File: config.mk
export PLATFORM = sky130hd
export DESIGN_NAME = adsr_div_cell
export DESIGN_NICKNAME = d
export VERILOG_FILES = /design/src/rtl/adsr_pkg.sv /design/src/rtl/adsr_div_cell.sv
export SDC_FILE = /design/constraint.sdc
export NUM_CORES = 1
export LEC_CHECK = 0
export BUFFER_PORTS_ARGS = -buffer_cell sky130_fd_sc_hd__buf_2
export CORE_MARGIN = 2
export CORE_UTILIZATION = 32
export DETAILED_ROUTE_END_ITERATION = 10
export MAX_ROUTING_LAYER = met4
export PLACE_DENSITY = 0.64
export SYNTH_ARGS = -nofsm -noshare
export SYNTH_HDL_FRONTEND = slang
export SYNTH_SLANG_ARGS = --single-unit
File: constraint.sdc
create_clock -name clk -period 0.8 [get_ports clk]
set_input_delay 0.08 -clock clk [delete_from_list [all_inputs] [get_ports clk]]
set_output_delay 0.08 -clock clk [all_outputs]
set_load 0.01 [all_outputs]
File: src/rtl/adsr_pkg.sv
// ----------------------------------------------------------------------------
// adsr_pkg
// shared constants and configuration register indices for the envelope level unit
// ----------------------------------------------------------------------------
`default_nettype none
package adsr_pkg;
	localparam int TIME_BITS_DEF = 32;
	localparam int LEVEL_FRAC_BITS_DEF = 15;
	localparam int TICK_W = 24;
	localparam int CFG_W = 24;
	localparam int CFG_IDX_W = 2;
	localparam int DIV_W = 24;

	localparam logic [CFG_IDX_W-1:0] REG_ATTACK = 2'd0;
	localparam logic [CFG_IDX_W-1:0] REG_DECAY = 2'd1;
	localparam logic [CFG_IDX_W-1:0] REG_SUSTAIN = 2'd2;
	localparam logic [CFG_IDX_W-1:0] REG_RELEASE = 2'd3;
endpackage
`default_nettype wire

File: src/rtl/adsr_div_cell.sv
// ----------------------------------------------------------------------------
// adsr_div_cell
// one restoring division step: a quotient bit per cycle while en is high, handed to the next cell
// ----------------------------------------------------------------------------
`default_nettype none
module adsr_div_cell #(
	parameter int NUM_W = 48,
	parameter int SIDE_W = 8
) (
	input  wire logic                      clk,
	input  wire logic                      arst_n,
	input  wire logic                      en,
	input  wire logic                      vld_i,
	input  wire logic [adsr_pkg::DIV_W:0]  rem_i,
	input  wire logic [NUM_W-1:0]          num_i,
	input  wire logic [adsr_pkg::DIV_W-1:0] den_i,
	input  wire logic [SIDE_W-1:0]         side_i,
	output logic                           vld_o,
	output logic [adsr_pkg::DIV_W:0]       rem_o,
	output logic [NUM_W-1:0]               num_o,
	output logic [adsr_pkg::DIV_W-1:0]     den_o,
	output logic [SIDE_W-1:0]              side_o
);
	import adsr_pkg::*;
	logic [DIV_W+1:0] trial;
	logic [DIV_W+1:0] diff;
	logic             ge;

	always_comb begin
		trial = {rem_i, num_i[NUM_W-1]};
		diff = trial - {2'b00, den_i};
		ge = !diff[DIV_W+1];
	end

	always_ff @(posedge clk or negedge arst_n) begin
		if (!arst_n) begin
			vld_o <= 1'b0;
		end else if (en) begin
			vld_o <= vld_i;
		end
	end

	always_ff @(posedge clk) begin
		if (en) begin
			rem_o <= ge ? diff[DIV_W:0] : trial[DIV_W:0];
			num_o <= {num_i[NUM_W-2:0], ge};
			den_o <= den_i;
			side_o <= side_i;
		end
	end
endmodule
`default_nettype wire

==> results by group <==
Status
  • Result of the run: finished with violations
  • Failing checks: negative setup slack

Global route
  • First-pass GRT wire length: 23.1 mm
  • Overall fraction of global-route tracks in use: 0.188
  • Initial antenna violation count: 1
  • Maximum number of pins on one net before global-route repair: between 40 and 50
  • Number of global-route vias before repair: about 4500
  • Global route total overflow: 0

Synthesis
  • Part of the Yosys area used for sequential elements: 0.640
  • Commonest register cell after synthesis: sky130_fd_sc_hd__edfxtp_1
  • FFs w/ async S/R, synth: 0.00943
  • Number of synthesized flops with an enable pin: approximately 110
  • Area of the mapped netlist: ~0.0050 sq mm
  • Distinct cells, synth: 52
  • Total of flip-flops plus latches after synthesis: approximately 110
  • Post-Syn Area per Cell: between 10 and 15 sq um
  • Synth warnings: 0
  • Number of nets in the synthesized netlist: around 480
  • Count of mapped cells out of synthesis: between 300 and 400

STA
  • Final max-slew violation count: 0
  • Setup TNS: -49.54 ns
  • Time the worst path needs with I/O delays and setup: 2.12 ns
  • Final hold violations: 0
  • Tightest Pin Transition: between 0.4 and 0.5 ns
  • Headroom to the max-slew limit: 0.714
  • Setup repair after global routing missed its margin: yes
  • Final critical-path share of the clock period: 2.65
  • Total setup violations reported at the end of the flow: 132
  • Fin worst setup slack: -1.32 ns
  • Hold slack final: between 0.0015 and 0.002 ns
  • Max Fclk: roughly 0.47 GHz
  • Post-Route Skew: 0 ns

Critical path
  • Type of the worst setup path: in -> reg
  • RR Startpoint: vld_o$_DFFE_PN0P_
  • Reg2reg end: vld_o$_DFFE_PN0P_
  • Data arrival at the endpoint of the critical path: ~2.2 ns
  • Most used cell along the critical path: sky130_fd_sc_hd__buf_12
  • Largest stage delay on the critical path: between 0.3 and 0.4 ns
  • Reg-to-reg setup timing slack: ~0.06 ns
  • Endpoint required time on the critical path: roughly 0.91 ns
  • Ordered cell list for the critical path: buf_12 > inv_12 > ha_4 > nand4_4 > or3_4 > a31oi_4 > o21ai_2 > a211o_1 > nand3_4 > inv_8 > buf_12 > mux2_4
  • Crit path launch type: input port
  • Critical path fanouts, max: 5
  • CP max stage cell: sky130_fd_sc_hd__or3_4
  • Number of cell instances on the worst register-to-register path: 1
  • CP endpoint kind: register

Finish
  • Final net count: 882
  • Multi-input combinational cell area: just over 0.002 sq mm
  • Fin cells: 942
  • Fraction of final layout cells with drive strength greater than 1: 0.555
  • Fill count: roughly 1200
  • Area taken by flip-flops and latches: 0.00318 sq mm
  • Cell area after layout: around 0.0087 sq mm
  • Layout-stage area growth over the synthesis result: 75.8%
  • Core utilization of the finished layout: 0.575

Clock network
  • Max clock buf depth: 2
  • Clock buffers created by TritonCTS: 9
  • # clock sinks: ~110
  • Htree depth: 3
  • Root buffer cell: sky130_fd_sc_hd__clkbuf_16
  • CTS tree: yes
  • Clock latency of the later-clocked register in the worst-skew pair: ~0.36 ns
  • Clk slew on worst S/H paths: ~0.080 ns

Die
  • Initial core utilization: 0.327
  • Die width: ~130 um
  • Die area: around 0.017 sq mm
  • I/O pin cnt: around 220
  • Core area: around 0.015 sq mm
  • Vertical extent of the die: about 130 um
  • FP Rows: 45

Worst hold path
  • End of the worst hold path: den_o[1]$_DFFE_PP_
  • Critical hold path startpoint: den_i[1]
  • Tightest Hold Check Type: in -> reg
  • WHS Path Cells: 2

Place
  • DP Area: roughly 0.0072 sq mm
  • I/O Buffers: approximately 210
  • Estimated wirelength of the detail-placed design: between 10 and 15 mm
  • GP Congestion: 0.798
  • Setup slack after placement: -1.87 ns
  • Number of cells in the design after placement: ~830

Job
  • Count of max-cap constraint violations: 0

Pwr
  • Ratio of total power to cell area: around 1800 mW/mm^2
  • P_leak: between 3 and 4 nW
  • Final Total Pwr: 15.9 mW
  • Largest voltage drop on the vdd net: roughly 0.98 mV

Drt
  • Via density: 4.63
  • Remaining routing DRC violations: 0
  • Via count: about 4400
  • Avg WL per Cell: around 16 um
  • Initial drt markers: between 200 and 250
  • Length of the first detailed-routing pass in iterations: 4
  • Routed WL: 15.3 mm
  • ANT nets after route: 0
-- area by class of cell --
| cell class | instances | share of cell area |
|---|---|---|
| Inverter | 31 | 0.0182 |
| Clock inverter | 6 | 0.00874 |
| Multi-Input combinational cell | 202 | 0.231 |
| Clock buffer | 10 | 0.0262 |
| Antenna cell | 1 | 0.000286 |
| Tap cell | 188 | 0.0269 |
| Timing Repair Buffer | 398 | 0.325 |
| Sequential cell | 106 | 0.364 |
-- registers in the layout, indices dropped and copies added, names as in the netlist --
register	cells
rem_o	25
num_o	48
side_o	8
den_o	24
vld_o	1
-- Yosys cell counts, drive strengths merged, types with 2 or more instances --
master | number | share of area
edfxtp | 105 | 0.63
inv | 31 | 0.024
ha | 24 | 0.060
a21oi | 23 | 0.023
mux2 | 22 | 0.063
nand2 | 17 | 0.013
xnor2 | 13 | 0.023
o21ai | 12 | 0.013
nor2 | 10 | 0.0076
xor2 | 8 | 0.014
a21o | 7 | 0.011
nand3 | 6 | 0.0071
nor3 | 6 | 0.0060
a31oi | 5 | 0.0076
nand2b | 5 | 0.0063
nand4 | 4 | 0.0063
nor4 | 4 | 0.0050
and3 | 3 | 0.0038
mux2i | 3 | 0.0060
or3 | 3 | 0.0048
a211o | 2 | 0.0035
buf | 2 | 0.0081
nor2b | 2 | 0.0025
o211ai | 2 | 0.0030
o21ba | 2 | 0.0040
o21bai | 2 | 0.0030
o31ai | 2 | 0.0030
or2 | 2 | 0.0025
-- worst max-delay path, delay by kind of cell --
family,cells,cell delay (ns)
AOI/OAI and AO/OA,3,0.62
adders and majority gates,1,0.28
buffers and inverters,4,0.33
muxes,1,0.29
and+or+nand+nor,3,0.63
-- power breakdown --
part	total (mW)	internal [mW]	leakage, nW	switching, mW
clock network	4.63	2.48	0.143	2.15
logic	4.41	2.43	2.70	1.98
registers	6.90	6.75	1.04	0.151
total	15.9	11.7	3.88	4.28
-- placed cells by master, fill, tap and decap left out, types with 3 or more instances in the layout --
cell type / Yosys / routed
sky130_fd_sc_hd__a21oi_2: 0 / 5
sky130_fd_sc_hd__o21ai_0: 10 / 6
sky130_fd_sc_hd__nand2b_1: 5 / 4
sky130_fd_sc_hd__o21ai_2: 1 / 3
sky130_fd_sc_hd__inv_1: 30 / 20
sky130_fd_sc_hd__ha_1: 24 / 12
sky130_fd_sc_hd__mux2_4: 18 / 21
sky130_fd_sc_hd__xnor2_1: 13 / 13
sky130_fd_sc_hd__nand3_1: 5 / 5
sky130_fd_sc_hd__nor3_1: 6 / 4
sky130_fd_sc_hd__a21o_1: 7 / 7
sky130_fd_sc_hd__buf_6: 0 / 13
sky130_fd_sc_hd__dlygate4sd3_1: 0 / 79
sky130_fd_sc_hd__nand2_1: 17 / 15
sky130_fd_sc_hd__inv_2: 0 / 5
sky130_fd_sc_hd__buf_4: 0 / 95
sky130_fd_sc_hd__nand4_1: 3 / 3
sky130_fd_sc_hd__inv_8: 0 / 3
sky130_fd_sc_hd__edfxtp_1: 105 / 105
sky130_fd_sc_hd__ha_4: 0 / 12
sky130_fd_sc_hd__clkbuf_16: 0 / 9
sky130_fd_sc_hd__a31oi_1: 4 / 4
sky130_fd_sc_hd__a21oi_1: 23 / 17
sky130_fd_sc_hd__xor2_1: 8 / 8
sky130_fd_sc_hd__mux2i_1: 3 / 3
sky130_fd_sc_hd__nor2_1: 10 / 8
sky130_fd_sc_hd__buf_2: 0 / 203
sky130_fd_sc_hd__buf_12: 2 / 6
-- cell families (layout without fill, tap and decap cells) --
kind of cell | Yosys count | count (layout) | synth area share
XOR/XNOR | 21 | 21 | 0.0370
buffers and inverters | 34 | 445 | 0.0327
adder cells (fa/ha/maj) | 25 | 25 | 0.0645
AND/OR/NAND/NOR | 64 | 64 | 0.0685
flip-flops | 106 | 106 | 0.640
other | 0 | 1 | 0
AO/OA/AOI/OAI | 67 | 67 | 0.0881
multiplexers | 25 | 25 | 0.0695
-- how the worst max path moves through the flow --
stage                         start                  end  slack (ns)  depth (start not counted)
after floorplan           den_i[10]  rem_o[10]$_DFFE_PP_       -1.49                         11
after global placement    den_i[10]  rem_o[23]$_DFFE_PP_       -1.79                         11
after detailed placement  den_i[10]  rem_o[23]$_DFFE_PP_       -1.87                         11
after CTS                 den_i[10]  rem_o[21]$_DFFE_PP_       -1.27                         12
after global routing      den_i[10]   rem_o[4]$_DFFE_PP_       -1.40                         14
final                     den_i[10]  rem_o[21]$_DFFE_PP_       -1.32                         12
-- layer usage --
layer  vias to the layer above  track usage  routed length (um)  part of all wire
met3                        16       0.0462                 878             0.057
met2                       143        0.336                8050              0.53
met1                      2094        0.203                6180              0.40
met5                         -            -                   0                 0
met4                         0       0.0652                 221             0.014
li1                       2113            -                   -                 -
-- repair_timing --
action | in CTS | in global routing
hold buffers | 79 | 0
pin swaps | 15 | 14
endpoints found under the setup margin | 132 | 132
gates resized for setup | 34 | 29
setup buffers | 7 | 7
cloned | 2 | 0
hold endpoints to repair | 79 | 0
Power figures use the tool's default switching activity.
